==> config.mk <==
export PLATFORM = sky130hd
export DESIGN_NAME = haptic_count_pulse_sequencer_unit
export DESIGN_NICKNAME = d
export VERILOG_FILES = /design/src/rtl/hcps_pkg.sv /design/src/rtl/haptic_count_pulse_sequencer_unit.sv
export VERILOG_INCLUDE_DIRS = /design/src /design/src/rtl
export SDC_FILE = /design/constraint.sdc
export NUM_CORES = 1
export LEC_CHECK = 0
export BUFFER_PORTS_ARGS = -buffer_cell sky130_fd_sc_hd__buf_4
export CORE_ASPECT_RATIO = 2
export CORE_MARGIN = 2
export CORE_UTILIZATION = 55
export DETAILED_ROUTE_END_ITERATION = 8
export GPL_ROUTABILITY_DRIVEN = 0
export PLACE_DENSITY_LB_ADDON = 0.25
export REMOVE_ABC_BUFFERS = 1
export SETUP_SLACK_MARGIN = 0.05
export SLEW_MARGIN = 30
export SYNTH_ARGS = -nofsm -noshare
export SYNTH_HDL_FRONTEND = slang
export SYNTH_SLANG_ARGS = --single-unit
==> constraint.sdc <==
create_clock -name clk -period 7.1 [get_ports clk]
set_clock_uncertainty 0.2 [all_clocks]
set_input_delay 0.71 -clock clk [delete_from_list [all_inputs] [get_ports clk]]
set_output_delay 0.71 -clock clk [all_outputs]
set_load 0.02 [all_outputs]
==> src/rtl/haptic_count_pulse_sequencer_unit_assert.svh <==
// Assertion macros shared by the sequencer RTL.
`ifndef HAPTIC_COUNT_PULSE_SEQUENCER_UNIT_ASSERT_SVH
`define HAPTIC_COUNT_PULSE_SEQUENCER_UNIT_ASSERT_SVH

`ifndef SYNTHESIS
`define HCPS_ASSERT(lbl, clk, rst_n, prop, msg) \
  lbl: assert property (@(posedge clk) disable iff (!rst_n) prop) else $error(msg);
`define HCPS_ASSERT_ALWAYS(lbl, clk, prop, msg) \
  lbl: assert property (@(posedge clk) prop) else $error(msg);
`else
`define HCPS_ASSERT(lbl, clk, rst_n, prop, msg)
`define HCPS_ASSERT_ALWAYS(lbl, clk, prop, msg)
`endif

`endif

==> src/rtl/hcps_pkg.sv <==
package hcps_pkg;

  localparam int QUEUE_DEPTH = 16;
  localparam int IDX_W       = (QUEUE_DEPTH > 1) ? $clog2(QUEUE_DEPTH) : 1;
  localparam int FILL_W      = $clog2(QUEUE_DEPTH + 1);

  localparam int CFG_ADDR_W = 5;
  localparam int CFG_DATA_W = 32;

  localparam int PW_W   = 12;
  localparam int PER_W  = 16;
  localparam int DUR_W  = 20;
  localparam int ELAP_W = 21;

  localparam logic [PW_W-1:0]  PW_FIRST_RST  = 12'd1000;
  localparam logic [PW_W-1:0]  PW_SECOND_RST = 12'd1200;
  localparam logic [PER_W-1:0] PERIOD_RST    = 16'd20000;
  localparam logic [DUR_W-1:0] BUZZ_RST      = 20'd250000;
  localparam logic [DUR_W-1:0] LAST_BUZZ_RST = 20'd500000;
  localparam logic [DUR_W-1:0] LONG_BUZZ_RST = 20'd1000000;
  localparam logic [DUR_W-1:0] GAP_RST       = 20'd166666;
  localparam logic [DUR_W-1:0] LONG_GAP_RST  = 20'd1000000;

  typedef enum logic [2:0] {
    REG_PW_FIRST  = 3'd0,
    REG_PW_SECOND = 3'd1,
    REG_PERIOD    = 3'd2,
    REG_BUZZ      = 3'd3,
    REG_LAST_BUZZ = 3'd4,
    REG_LONG_BUZZ = 3'd5,
    REG_GAP       = 3'd6,
    REG_LONG_GAP  = 3'd7
  } reg_idx_t;

  typedef enum logic [2:0] {
    SEG_IDLE     = 3'd0,
    SEG_BUZZ     = 3'd1,
    SEG_LAST     = 3'd2,
    SEG_LONG     = 3'd3,
    SEG_GAP      = 3'd4,
    SEG_LONG_GAP = 3'd5
  } seg_t;

  typedef enum logic [2:0] {
    PH_NONE      = 3'd0,
    PH_SIGN_GAP  = 3'd1,
    PH_FIRST     = 3'd2,
    PH_UNIT_GAP  = 3'd3,
    PH_UNIT_BUZZ = 3'd4,
    PH_CLOSE     = 3'd5
  } phase_t;

endpackage

==> src/rtl/haptic_count_pulse_sequencer_unit.sv <==
// Output register: a result appears there in the cycle after its input transfer.
// Throughput: one item per cycle; the input is ready whenever the output register is
// empty or its result is taken in the same cycle, so only a stalled output holds it.
// Reset (synchronous, rst_n low): queue empty, idle segment, pulse timer zero, and all
// configuration registers back to their default durations and widths.
`include "haptic_count_pulse_sequencer_unit_assert.svh"

module haptic_count_pulse_sequencer_unit (
  input  logic                              clk,
  input  logic                              rst_n,
  input  logic                              in_tvalid,
  output logic                              in_tready,
  input  logic [7:0]                        in_tdata,   // [3:0] count (signed), [7:4] zero
  input  logic                              in_tuser,   // [0] action
  output logic                              out_tvalid,
  input  logic                              out_tready,
  // [0] servo_level, [3:1] segment_kind, [4] dropped, [9:5] queued, [15:10] zero
  output logic [15:0]                       out_tdata,
  input  logic                              cfg_psel,
  input  logic                              cfg_penable,
  input  logic                              cfg_pwrite,
  input  logic [hcps_pkg::CFG_ADDR_W-1:0]   cfg_paddr,
  input  logic [hcps_pkg::CFG_DATA_W-1:0]   cfg_pwdata,
  output logic [hcps_pkg::CFG_DATA_W-1:0]   cfg_prdata,
  output logic                              cfg_pready
);

  localparam int DEPTH  = hcps_pkg::QUEUE_DEPTH;
  localparam int IDX_W  = hcps_pkg::IDX_W;
  localparam int FILL_W = hcps_pkg::FILL_W;
  localparam int SUM_W  = FILL_W + 1;
  localparam int PW_W   = hcps_pkg::PW_W;
  localparam int PER_W  = hcps_pkg::PER_W;
  localparam int DUR_W  = hcps_pkg::DUR_W;
  localparam int ELAP_W = hcps_pkg::ELAP_W;
  localparam int DW     = hcps_pkg::CFG_DATA_W;

  // Configuration registers.
  logic [PW_W-1:0]  pw_first_r, pw_second_r;
  logic [PER_W-1:0] period_r;
  logic [DUR_W-1:0] buzz_r, last_buzz_r, long_buzz_r, gap_r, long_gap_r;

  logic            cfg_wr;
  hcps_pkg::reg_idx_t cfg_idx;

  assign cfg_pready = 1'b1;
  assign cfg_wr     = cfg_psel && cfg_penable && cfg_pwrite && cfg_pready;
  assign cfg_idx    = hcps_pkg::reg_idx_t'(cfg_paddr[4:2]);

  always_ff @(posedge clk) begin
    if (!rst_n) begin
      pw_first_r  <= hcps_pkg::PW_FIRST_RST;
      pw_second_r <= hcps_pkg::PW_SECOND_RST;
      period_r    <= hcps_pkg::PERIOD_RST;
      buzz_r      <= hcps_pkg::BUZZ_RST;
      last_buzz_r <= hcps_pkg::LAST_BUZZ_RST;
      long_buzz_r <= hcps_pkg::LONG_BUZZ_RST;
      gap_r       <= hcps_pkg::GAP_RST;
      long_gap_r  <= hcps_pkg::LONG_GAP_RST;
    end else if (cfg_wr) begin
      case (cfg_idx)
        hcps_pkg::REG_PW_FIRST:  pw_first_r  <= cfg_pwdata[PW_W-1:0];
        hcps_pkg::REG_PW_SECOND: pw_second_r <= cfg_pwdata[PW_W-1:0];
        hcps_pkg::REG_PERIOD:    period_r    <= cfg_pwdata[PER_W-1:0];
        hcps_pkg::REG_BUZZ:      buzz_r      <= cfg_pwdata[DUR_W-1:0];
        hcps_pkg::REG_LAST_BUZZ: last_buzz_r <= cfg_pwdata[DUR_W-1:0];
        hcps_pkg::REG_LONG_BUZZ: long_buzz_r <= cfg_pwdata[DUR_W-1:0];
        hcps_pkg::REG_GAP:       gap_r       <= cfg_pwdata[DUR_W-1:0];
        hcps_pkg::REG_LONG_GAP:  long_gap_r  <= cfg_pwdata[DUR_W-1:0];
        default: ;
      endcase
    end
  end

  always_comb begin
    case (cfg_idx)
      hcps_pkg::REG_PW_FIRST:  cfg_prdata = DW'(pw_first_r);
      hcps_pkg::REG_PW_SECOND: cfg_prdata = DW'(pw_second_r);
      hcps_pkg::REG_PERIOD:    cfg_prdata = DW'(period_r);
      hcps_pkg::REG_BUZZ:      cfg_prdata = DW'(buzz_r);
      hcps_pkg::REG_LAST_BUZZ: cfg_prdata = DW'(last_buzz_r);
      hcps_pkg::REG_LONG_BUZZ: cfg_prdata = DW'(long_buzz_r);
      hcps_pkg::REG_GAP:       cfg_prdata = DW'(gap_r);
      hcps_pkg::REG_LONG_GAP:  cfg_prdata = DW'(long_gap_r);
      default:                 cfg_prdata = '0;
    endcase
  end

  // Sequencer state.
  logic [3:0]         queue_r [DEPTH];
  logic [IDX_W-1:0]   head_r, head_nxt;
  logic [FILL_W-1:0]  fill_r, fill_nxt;
  hcps_pkg::seg_t     seg_r, seg_nxt;
  hcps_pkg::phase_t   phase_r, phase_nxt;
  logic [2:0]         units_r, units_nxt;
  logic [ELAP_W-1:0]  elapsed_r, elapsed_nxt;
  logic [PER_W-1:0]   wait_r, wait_nxt;
  logic [PW_W-1:0]    high_r, high_nxt;
  logic               swapped_r, swapped_nxt;

  // Output register.
  logic               out_valid_r;
  logic               out_level_r, out_level_nxt;
  hcps_pkg::seg_t     out_kind_r, out_kind_nxt;
  logic               out_dropped_r, out_dropped_nxt;
  logic [FILL_W-1:0]  out_queued_r;

  logic               in_fire;
  logic               q_we;
  logic [SUM_W-1:0]   tail_sum;
  logic [IDX_W-1:0]   tail_idx;
  logic [3:0]         raw;
  logic [3:0]         neg_mag;
  logic [2:0]         units_dec;
  logic [PW_W-1:0]    width_sel;
  logic [DUR_W-1:0]   dur;
  logic               buzzing;

  assign in_tready = !out_valid_r || out_tready;
  assign in_fire   = in_tvalid && in_tready;

  assign tail_sum = SUM_W'(head_r) + SUM_W'(fill_r);
  assign tail_idx = (tail_sum >= SUM_W'(DEPTH)) ? IDX_W'(tail_sum - SUM_W'(DEPTH))
                                                : IDX_W'(tail_sum);
  assign raw      = queue_r[head_r];
  assign neg_mag  = 4'd0 - raw;
  assign units_dec = (units_r != 3'd0) ? units_r - 3'd1 : 3'd0;
  assign width_sel = swapped_r ? pw_second_r : pw_first_r;

  always_comb begin
    head_nxt        = head_r;
    fill_nxt        = fill_r;
    seg_nxt         = seg_r;
    phase_nxt       = phase_r;
    units_nxt       = units_r;
    elapsed_nxt     = elapsed_r;
    wait_nxt        = wait_r;
    high_nxt        = high_r;
    swapped_nxt     = swapped_r;
    q_we            = 1'b0;
    out_level_nxt   = 1'b0;
    out_kind_nxt    = seg_r;
    out_dropped_nxt = 1'b0;
    dur             = '0;
    buzzing         = 1'b0;

    if (in_fire && in_tuser) begin
      // Enqueue: time stands still, the pin shows a pulse still in progress.
      if (fill_r == FILL_W'(DEPTH)) begin
        out_dropped_nxt = 1'b1;
      end else begin
        q_we     = 1'b1;
        fill_nxt = fill_r + 1'b1;
      end
      out_level_nxt = (high_r != '0);
    end else if (in_fire) begin
      if (seg_r == hcps_pkg::SEG_IDLE) begin
        case (phase_r)
          hcps_pkg::PH_NONE: begin
            if (fill_r != '0) begin
              head_nxt    = (head_r == IDX_W'(DEPTH - 1)) ? '0 : head_r + 1'b1;
              fill_nxt    = fill_r - 1'b1;
              elapsed_nxt = '0;
              if (raw[3]) begin
                // Minus eight saturates to a magnitude of seven.
                units_nxt = neg_mag[3] ? 3'd7 : neg_mag[2:0];
                seg_nxt   = hcps_pkg::SEG_LONG;
                phase_nxt = hcps_pkg::PH_SIGN_GAP;
              end else begin
                units_nxt = raw[2:0];
                seg_nxt   = hcps_pkg::SEG_BUZZ;
                phase_nxt = (raw[2:0] != 3'd0) ? hcps_pkg::PH_UNIT_GAP : hcps_pkg::PH_CLOSE;
              end
            end
          end
          hcps_pkg::PH_SIGN_GAP: begin
            seg_nxt     = hcps_pkg::SEG_GAP;
            phase_nxt   = hcps_pkg::PH_FIRST;
            elapsed_nxt = '0;
          end
          hcps_pkg::PH_FIRST: begin
            seg_nxt     = hcps_pkg::SEG_BUZZ;
            phase_nxt   = (units_r != 3'd0) ? hcps_pkg::PH_UNIT_GAP : hcps_pkg::PH_CLOSE;
            elapsed_nxt = '0;
          end
          hcps_pkg::PH_UNIT_GAP: begin
            seg_nxt     = hcps_pkg::SEG_GAP;
            phase_nxt   = hcps_pkg::PH_UNIT_BUZZ;
            elapsed_nxt = '0;
          end
          hcps_pkg::PH_UNIT_BUZZ: begin
            units_nxt   = units_dec;
            seg_nxt     = (units_dec != 3'd0) ? hcps_pkg::SEG_BUZZ : hcps_pkg::SEG_LAST;
            phase_nxt   = (units_dec != 3'd0) ? hcps_pkg::PH_UNIT_GAP : hcps_pkg::PH_CLOSE;
            elapsed_nxt = '0;
          end
          default: begin
            seg_nxt     = hcps_pkg::SEG_LONG_GAP;
            phase_nxt   = hcps_pkg::PH_NONE;
            elapsed_nxt = '0;
          end
        endcase
      end
      out_kind_nxt = seg_nxt;

      buzzing = (seg_nxt == hcps_pkg::SEG_BUZZ) || (seg_nxt == hcps_pkg::SEG_LAST) ||
                (seg_nxt == hcps_pkg::SEG_LONG);
      if (high_r != '0) begin
        out_level_nxt = 1'b1;
        high_nxt      = high_r - 1'b1;
      end else if (buzzing && wait_r == '0) begin
        // A zero width pulse still counts as started and still swaps the widths.
        if (width_sel != '0) begin
          out_level_nxt = 1'b1;
          high_nxt      = width_sel - 1'b1;
        end
        wait_nxt    = (period_r > PER_W'(width_sel)) ? period_r - PER_W'(width_sel) : '0;
        swapped_nxt = !swapped_r;
      end else if (wait_r != '0) begin
        wait_nxt = wait_r - 1'b1;
      end

      case (seg_nxt)
        hcps_pkg::SEG_BUZZ:     dur = buzz_r;
        hcps_pkg::SEG_LAST:     dur = last_buzz_r;
        hcps_pkg::SEG_LONG:     dur = long_buzz_r;
        hcps_pkg::SEG_GAP:      dur = gap_r;
        hcps_pkg::SEG_LONG_GAP: dur = long_gap_r;
        default:                dur = '0;
      endcase
      if (seg_nxt != hcps_pkg::SEG_IDLE) begin
        if (elapsed_nxt >= ELAP_W'(dur)) begin
          seg_nxt     = hcps_pkg::SEG_IDLE;
          elapsed_nxt = '0;
        end else begin
          elapsed_nxt = elapsed_nxt + 1'b1;
        end
      end
    end
  end

  always_ff @(posedge clk) begin
    if (q_we) begin
      queue_r[tail_idx] <= in_tdata[3:0];
    end
  end

  always_ff @(posedge clk) begin
    if (!rst_n) begin
      head_r      <= '0;
      fill_r      <= '0;
      seg_r       <= hcps_pkg::SEG_IDLE;
      phase_r     <= hcps_pkg::PH_NONE;
      units_r     <= '0;
      elapsed_r   <= '0;
      wait_r      <= '0;
      high_r      <= '0;
      swapped_r   <= 1'b0;
      out_valid_r <= 1'b0;
    end else begin
      head_r    <= head_nxt;
      fill_r    <= fill_nxt;
      seg_r     <= seg_nxt;
      phase_r   <= phase_nxt;
      units_r   <= units_nxt;
      elapsed_r <= elapsed_nxt;
      wait_r    <= wait_nxt;
      high_r    <= high_nxt;
      swapped_r <= swapped_nxt;
      if (in_fire) begin
        out_valid_r <= 1'b1;
      end else if (out_tready) begin
        out_valid_r <= 1'b0;
      end
    end
  end

  always_ff @(posedge clk) begin
    if (in_fire) begin
      out_level_r   <= out_level_nxt;
      out_kind_r    <= out_kind_nxt;
      out_dropped_r <= out_dropped_nxt;
      out_queued_r  <= fill_nxt;
    end
  end

  assign out_tvalid = out_valid_r;
  assign out_tdata  = {6'd0, 5'(out_queued_r), out_dropped_r, out_kind_r, out_level_r};

  `HCPS_ASSERT(a_fill_bound, clk, rst_n, fill_r <= FILL_W'(DEPTH), "queue fill above depth")
  `HCPS_ASSERT(a_drop_when_full, clk, rst_n, (in_fire && in_tuser && fill_r == FILL_W'(DEPTH)) |=> (out_valid_r && out_dropped_r), "full queue enqueue not flagged")
  `HCPS_ASSERT(a_pulse_holds_pin, clk, rst_n, (in_fire && !in_tuser && high_r != '0) |=> out_level_r, "pin low while a pulse is running")
  `HCPS_ASSERT(a_idle_elapsed_zero, clk, rst_n, (seg_r == hcps_pkg::SEG_IDLE) |-> (elapsed_r == '0), "elapsed time nonzero while idle")

endmodule

[Word-level counts from Yosys, hierarchy flattened]
Memories as Yosys holds them, arrays and structs flattened. A register that Yosys moved wholly into a read port is not among the register bits.
Cells that the tools add are included.
Storage, ports and cells
  memory bits (writable): 64
  bits in registers: 219
  word-level logic and storage cells: 162
  input bits: 53
  memories: 1
Memory list
  queue_r: depth 16, width 4, read ports 1, clocked after memory_dff 1, wr ports 1, line haptic_count_pulse_sequencer_unit.sv:90  | logic [3:0] queue_r [DEPTH];
Cells by class
  bitwise gates (word level): 2
  magnitude comparators: 3
  multiplexer cells: 60
  equality and inequality tests: 19
  add/sub/neg operators: 12
  reductions and logical operators: 43
Operator list (number)
  $pmux W32 S8: 1
  $mux W21: 7
  $pmux W20 S5: 1
  $mux W12: 4
  $mux W16: 3
  $mux W3: 16
  $mux W20: 2
  $mux W5: 6
  $reduce_bool A12 Y1: 2
  $sub A12 B1 Y12 const B: 2
  $add A21 B1 Y21 const B: 1
  $eq A3 B3 Y1 const B: 7
  $ge A21 B20 Y1: 1
  $eq A3 B2 Y1 const B: 6
  $reduce_and A2 Y1: 9
  $gt A16 B12 Y1: 1
  $logic_not A16 Y1: 1
  $mux W4: 4
  $reduce_and A4 Y1: 4
  $reduce_bool A16 Y1: 1
  $sub A16 B1 Y16 const B: 1
  $sub A16 B12 Y16: 1
  $pmux W3 S5: 1
  $pmux W3 S4: 1
  25 further kinds: 56

[Depth between registers and ports, before layout]
  word-level depth: 15
  mapped depth: 19

[Worst setup path after synthesis]
OpenSTA, ideal clock, no wires.
  path kind: register to register
  from: reg phase_r[0]
  to: reg elapsed_r[15]
  slack: 2.743 ns
  library setup time: 0.106 ns
  stages on the path, launching flop included: 19
  required time: 6.794 ns
  data arrival time: 4.051 ns
  cells stage by stage: dfxtp_1 > clkbuf_1 > or3b_1 > clkbuf_1 > nor3b_1 > nand2_1 > a31oi_4 > buf_2 > mux2i_1 > nor3_1 > a311oi_1 > ha_1 > a21oi_1 > o21ai_0 > nor3_1 > a211oi_1 > o31ai_1 > nand2_1 > o311ai_0
On the way
  word-level cells in the longest chain between the ends: 13
  elaborated cells between the ends (all ways): 27
Ends and longest elaborated chain
  from (decl): line haptic_count_pulse_sequencer_unit.sv:94  | hcps_pkg::phase_t phase_r, phase_nxt;
  from (signal assigned): line haptic_count_pulse_sequencer_unit.sv:253  | phase_r <= hcps_pkg::PH_NONE;
  from (signal assigned): line haptic_count_pulse_sequencer_unit.sv:264  | phase_r <= phase_nxt;
  $eq A3 B2 Y1 / $eq A3 B1 Y1 (equally long branches): line haptic_count_pulse_sequencer_unit.sv:158  | case (phase_r)
  $reduce_or A2 Y1 (no source line)
  $pmux W3 S4: line haptic_count_pulse_sequencer_unit.sv:158
  $mux W3: line haptic_count_pulse_sequencer_unit.sv:157  | if (seg_r == hcps_pkg::SEG_IDLE) begin
  $mux W3: line haptic_count_pulse_sequencer_unit.sv:156  | end else if (in_fire) begin
  $mux W3: line haptic_count_pulse_sequencer_unit.sv:147  | if (in_fire && in_tuser) begin
  $eq A3 B3 Y1 (tied with other cells): line haptic_count_pulse_sequencer_unit.sv:223  | case (seg_nxt)
  $pmux W20 S5: line haptic_count_pulse_sequencer_unit.sv:223
  $mux W20: line haptic_count_pulse_sequencer_unit.sv:156
  $mux W20: line haptic_count_pulse_sequencer_unit.sv:147
  $ge A21 B20 Y1: line haptic_count_pulse_sequencer_unit.sv:232  | if (elapsed_nxt >= ELAP_W'(dur)) begin
  $mux W21: line haptic_count_pulse_sequencer_unit.sv:232
  $mux W21 (*): line haptic_count_pulse_sequencer_unit.sv:231  | if (seg_nxt != hcps_pkg::SEG_IDLE) begin
  to (signal assigned): line haptic_count_pulse_sequencer_unit.sv:266  | elapsed_r <= elapsed_nxt;
  to (decl): line haptic_count_pulse_sequencer_unit.sv:96  | logic [ELAP_W-1:0] elapsed_r, elapsed_nxt;
Mark *: on every way between the ends. The rest lies on a longest branch, timed or not. The select of a mux whose other input is x is not followed.
A chain may end at the register's enable or synchronous reset.

[Worst setup path in the final report]
  from: reg fill_r[0]
  to: reg elapsed_r[15]
On the way
  word-level cells in the longest chain between the ends: 13
  elaborated cells between the ends (all ways): 24
Ends and longest elaborated chain
  from (decl): line haptic_count_pulse_sequencer_unit.sv:92  | logic [FILL_W-1:0] fill_r, fill_nxt;
  from (signal assigned): line haptic_count_pulse_sequencer_unit.sv:262  | fill_r <= fill_nxt;
  $reduce_bool A5 Y1 (*): line haptic_count_pulse_sequencer_unit.sv:160  | if (fill_r != '0) begin
  $mux W3: line haptic_count_pulse_sequencer_unit.sv:160
  $pmux W3 S4: line haptic_count_pulse_sequencer_unit.sv:158
  $mux W3: line haptic_count_pulse_sequencer_unit.sv:157
  $mux W3: line haptic_count_pulse_sequencer_unit.sv:156
  $mux W3: line haptic_count_pulse_sequencer_unit.sv:147
  $eq A3 B3 Y1 (tied with other cells): line haptic_count_pulse_sequencer_unit.sv:223
  $pmux W20 S5: line haptic_count_pulse_sequencer_unit.sv:223
  $mux W20: line haptic_count_pulse_sequencer_unit.sv:156
  $mux W20: line haptic_count_pulse_sequencer_unit.sv:147
  $ge A21 B20 Y1: line haptic_count_pulse_sequencer_unit.sv:232
  $mux W21: line haptic_count_pulse_sequencer_unit.sv:232
  $mux W21 (*): line haptic_count_pulse_sequencer_unit.sv:231
Marks and branches as above.

==> impl_metrics.csv <==
group,metric,value,unit
clock_tree,cts_root_buf,"clkbuf_16",
synthesis,synth.yosys.warnings,0,
worst_setup_path,timing.critical_path.to,"elapsed_r[15]$_SDFFE_PN0P_",
synthesis,synth.top_cells.by_area,"dfxtp_1 27%, edfxtp_1 14%, nand2_1 9.0%",
placed_design,post_dp_hpwl,33400,um
outcome,run_status,"finished, final reports clean",
pwr,power-per-cell-area,397,mW/mm2
worst_setup_path,r2r_end,"elapsed_r[15]$_SDFFE_PN0P_",
clock_tree,clkLatencyLatePin,0.56,ns
pwr,internal_power,0.00384,W
placed_design,placed_cells,2164,
route,drt-wirelength-per-cell,21.5,um
floorplanning,floorplan.core_area,0.0282,mm2
synthesis,synth_cell_type_count,84,
clock_tree,clkTransAtPathRegs,0.07,ns
finish,finalNetCount,1938,
route,drt-total-wl,47600,um
placed_design,port_buffers,66,
sta,post-route-period-util,0.889,
floorplanning,fp.dieArea,0.0301,mm2
grt,vias_in_the_first_global_route,13700,
worst_setup_path,critPathMaxFanout,21,
synthesis,synth_cells,1854,
worst_setup_path,critical_path.startpoint,"fill_r[0]$_SDFF_PN0_",
sta,rsz0062_at_grt,"false",
finish,num_antenna_cells,0,
clock_tree,post_cts_resized,0,
sta,period_minus_slack,6.31,ns
synthesis,sequential_element_share_of_the_synthesized_area,0.412,
clock_tree,post_cts.repair.setup_buffers,0,
finish,layout_area_overhead,9.08,%
synthesis,syn_area,0.0157,mm2
grt,grt_start_max_net_pins,89,
pwr,ir_worst_vdd,0.337,mV
pwr,power_switching,0.00297,W
finish,drive_above_1_share,0.107,
synthesis,ys_seq_elements,287,
finish,final_core_util,0.609,
worst_setup_path,rrSetupSlack,0.79,ns
route,num_vias,14100,
worst_setup_path,cp.arrival,6.55,ns
synthesis,synth_area_per_cell,8.48,um2
worst_setup_path,crit_required,7.34,ns
hold_path,timing.hold.worst.class,"primary input to flop",
worst_setup_path,worstSetupPathType,"flop to flop",
sta,transition_time_of_the_tightest_slew_check_pin,1.02,ns
finish,filler_cell_count,2405,
grt,grt_remaining_overflow,0,
clock_tree,htree_num_levels,1,
clock_tree,cts_tree,"yes",
finish,final-instance-count-excl-fill,2213,
pwr,total_power,0.00680,W
sta,worst_hold_slack,0.204,ns
pwr,power.share.switching,0.436,
sta,report.final.setup_viol,0,
synthesis,synth-edff-count,74,
clock_tree,ctsLongestPathBuffers,3,
worst_setup_path,start_kind,"flop",
route,detailedRoute.firstPassIterationCount,6,
sta,fmax,159,MHz
route,detail_route.iter0.violations,1074,
pwr,clock_power_share,0.216,
grt,gr-usage-all-layers,0.317,
synthesis,netlist.top_cell.by_area,"dfxtp_1",
floorplanning,die_width,124,um
route,drc_violations,0,
floorplanning,floorplan.io_pins,104,
worst_setup_path,timing.critical_path.to_type,"flop",
sta,fin_tns_setup,0,ns
worst_setup_path,r2r_start,"fill_r[0]$_SDFF_PN0_",
sta,finalHoldViolations,0,
sta,maxSlewViolCount,0,
route,vias_per_cell,6.38,
pwr,p_comb_frac,0.492,
flow_run,max_cap_viols,0,
sta,slew-limit-headroom,0.323,
synthesis,synth_flop_cell,"dfxtp_1",
clock_tree,clock-sinks,287,
route,detail-route-antenna-nets,0,
synthesis,asyncSetResetFlopFracSynth,0,
floorplanning,initial_core_utilization,0.558,
grt,antenna_found_initial,0,
clock_tree,cts-buffers-inserted,26,
floorplanning,fp.dieH,243,um
worst_setup_path,r2r.worst_path.cells,19,
synthesis,area_fraction_of_the_dominant_cell_type_after_synthesis,0.271,
grt,grt_pass1_wl,74200,um
pwr,total_leakage_power,6.35,nW
clock_tree,holdBufCountCts,0,
pwr,seq_power_share,0.291,
floorplanning,rows,87,
[stage by stage]
stage               instance area [um2]  worst slack [ns]
floorplan                         15100             0.226
global placement                  16300              1.16
detailed placement                16300              1.06
CTS                               17100              1.01
global route                      17200             0.538
finish                            17200             0.791
[layout make-up]
cell class / instances / area (um2) / area share
Timing Repair Buffer: 89 / 681 / 0.0397
Clock buffer: 35 / 706 / 0.0411
Sequential cell: 287 / 6490 / 0.378
Multi-Input combinational cell: 1393 / 8520 / 0.497
Clock inverter: 13 / 165 / 0.00963
Inverter: 40 / 153 / 0.00890
Tap cell: 356 / 445 / 0.0260
[worst min path at each step]
stage | start | end | slack [ns] | depth (start not counted)
final | cfg_pwdata[19] | long_gap_r[19]$_SDFFE_PN1P_ | 0.20 | 3
after global placement | gap_r[13]$_SDFFE_PN0P_ | gap_r[13]$_SDFFE_PN0P_ | 0.25 | 2
after detailed placement | long_gap_r[0]$_SDFFE_PN0P_ | long_gap_r[0]$_SDFFE_PN0P_ | 0.26 | 2
after global routing | cfg_pwdata[16] | last_buzz_r[16]$_SDFFE_PN1P_ | 0.21 | 3
after floorplan | units_r[1]$_SDFFE_PN0P_ | units_r[1]$_SDFFE_PN0P_ | 0.24 | 2
after CTS | cfg_pwdata[19] | long_gap_r[19]$_SDFFE_PN1P_ | 0.19 | 3
[layer usage]
layer,part of all wire,track usage
met3,0.063,0.0383
met5,0,0
met4,0.084,0.238
met1,0.34,0.338
met2,0.51,0.555
[critical path, stage by stage (launching register included)]
cell,delay [ns]
dfxtp_1,0.36
inv_1,0.14
ha_1,0.21
or4b_1,0.51
o21ai_0,0.19
nand2_1,0.12
a31oi_4,0.75
nor3_2,0.09
buf_4,0.27
a22o_1,0.27
a311oi_1,0.75
ha_1,0.40
a211oi_1,0.24
nor2_1,0.08
nor3_1,0.22
a211oi_1,0.15
o31ai_2,0.23
buf_4,0.28
nand2_1,0.29
o311ai_0,0.41
[power groups by stage]
stage	Clock (W)	Combinational [W]	Sequential (W)
global route	0.00154	0.00365	0.00200
floorplan	0	0.00222	0.00201
finish	0.00147	0.00335	0.00198
CTS	0.00148	0.00329	0.00198
detailed placement	0	0.00326	0.00201
global placement	0	0.00317	0.00201
[cells in the final DEF, fill, tap and decap left out, drive strengths merged, types with 7 or more instances in the layout]
| cell type | instances |
|---|---|
| dfxtp | 213 |
| nor3 | 52 |
| or4 | 7 |
| ha | 46 |
| conb | 19 |
| nor4 | 14 |
| clkbuf | 35 |
| a31oi | 23 |
| o31ai | 11 |
| xor2 | 7 |
| mux2i | 56 |
| nand2b | 8 |
| o211ai | 7 |
| buf | 89 |
| o21ai | 62 |
| mux4 | 31 |
| or2 | 8 |
| and3 | 8 |
| nand2 | 380 |
| a21o | 10 |
| o311ai | 7 |
| nor2 | 132 |
| a311oi | 21 |
| mux2 | 10 |
| a22o | 21 |
| xnor2 | 16 |
| or3 | 14 |
| a22oi | 10 |
| nand4 | 18 |
| edfxtp | 74 |
| and2 | 25 |
| o22ai | 12 |
| nand3 | 93 |
| a211oi | 17 |
| inv | 42 |
| a21oi | 174 |
[kinds of logic (layout without fill, tap and decap cells)]
logic type | count (synthesis) | count (layout) | share of synthesized area
compound gates | 420 | 420 | 0.169
xor+xnor | 23 | 23 | 0.0128
fa+ha+maj | 48 | 48 | 0.0391
buf+inv | 191 | 177 | 0.0526
flops | 287 | 287 | 0.412
mux | 97 | 97 | 0.0872
other cells | 2 | 19 | 0.000477
simple gates | 786 | 786 | 0.227
[synthesized netlist by cell type, types with 5 or more instances]
| library cell | number |
|---|---|
| or3_1 | 14 |
| mux2_2 | 10 |
| nor2_1 | 132 |
| a31oi_1 | 22 |
| buf_2 | 10 |
| inv_1 | 39 |
| or2_2 | 7 |
| a21oi_1 | 173 |
| nand2b_1 | 8 |
| edfxtp_1 | 74 |
| and4_1 | 6 |
| mux2i_1 | 56 |
| nand4_1 | 18 |
| dfxtp_1 | 213 |
| a21o_1 | 10 |
| a32oi_1 | 5 |
| xnor2_1 | 16 |
| or4_1 | 7 |
| a311oi_1 | 21 |
| a22o_1 | 21 |
| o311ai_0 | 6 |
| nand2_1 | 379 |
| buf_1 | 8 |
| and3_1 | 8 |
| a211oi_1 | 16 |
| buf_4 | 22 |
| o21ai_1 | 7 |
| o31ai_1 | 11 |
| o21a_1 | 6 |
| ha_1 | 46 |
| a22oi_1 | 10 |
| o22ai_1 | 12 |
| xor2_1 | 7 |
| clkbuf_2 | 12 |
| nand3_1 | 93 |
| and2_1 | 25 |
| mux4_2 | 31 |
| nor4_1 | 13 |
| o211ai_1 | 7 |
| nor3_1 | 50 |
| o21ai_0 | 55 |
| clkbuf_1 | 99 |
[flip-flops by register name, summed over array words and instances, names as in the netlist, 4 cells and up, named ones only]
name,count
high_r,12
queue_r,64
gap_r,20
fill_r,5
long_buzz_r,20
period_r,16
head_r,4
buzz_r,20
wait_r,16
elapsed_r,21
long_gap_r,20
last_buzz_r,20
pw_first_r,12
pw_second_r,12
out_queued_r,5
No activity file was read; power rests on OpenSTA's default activity.
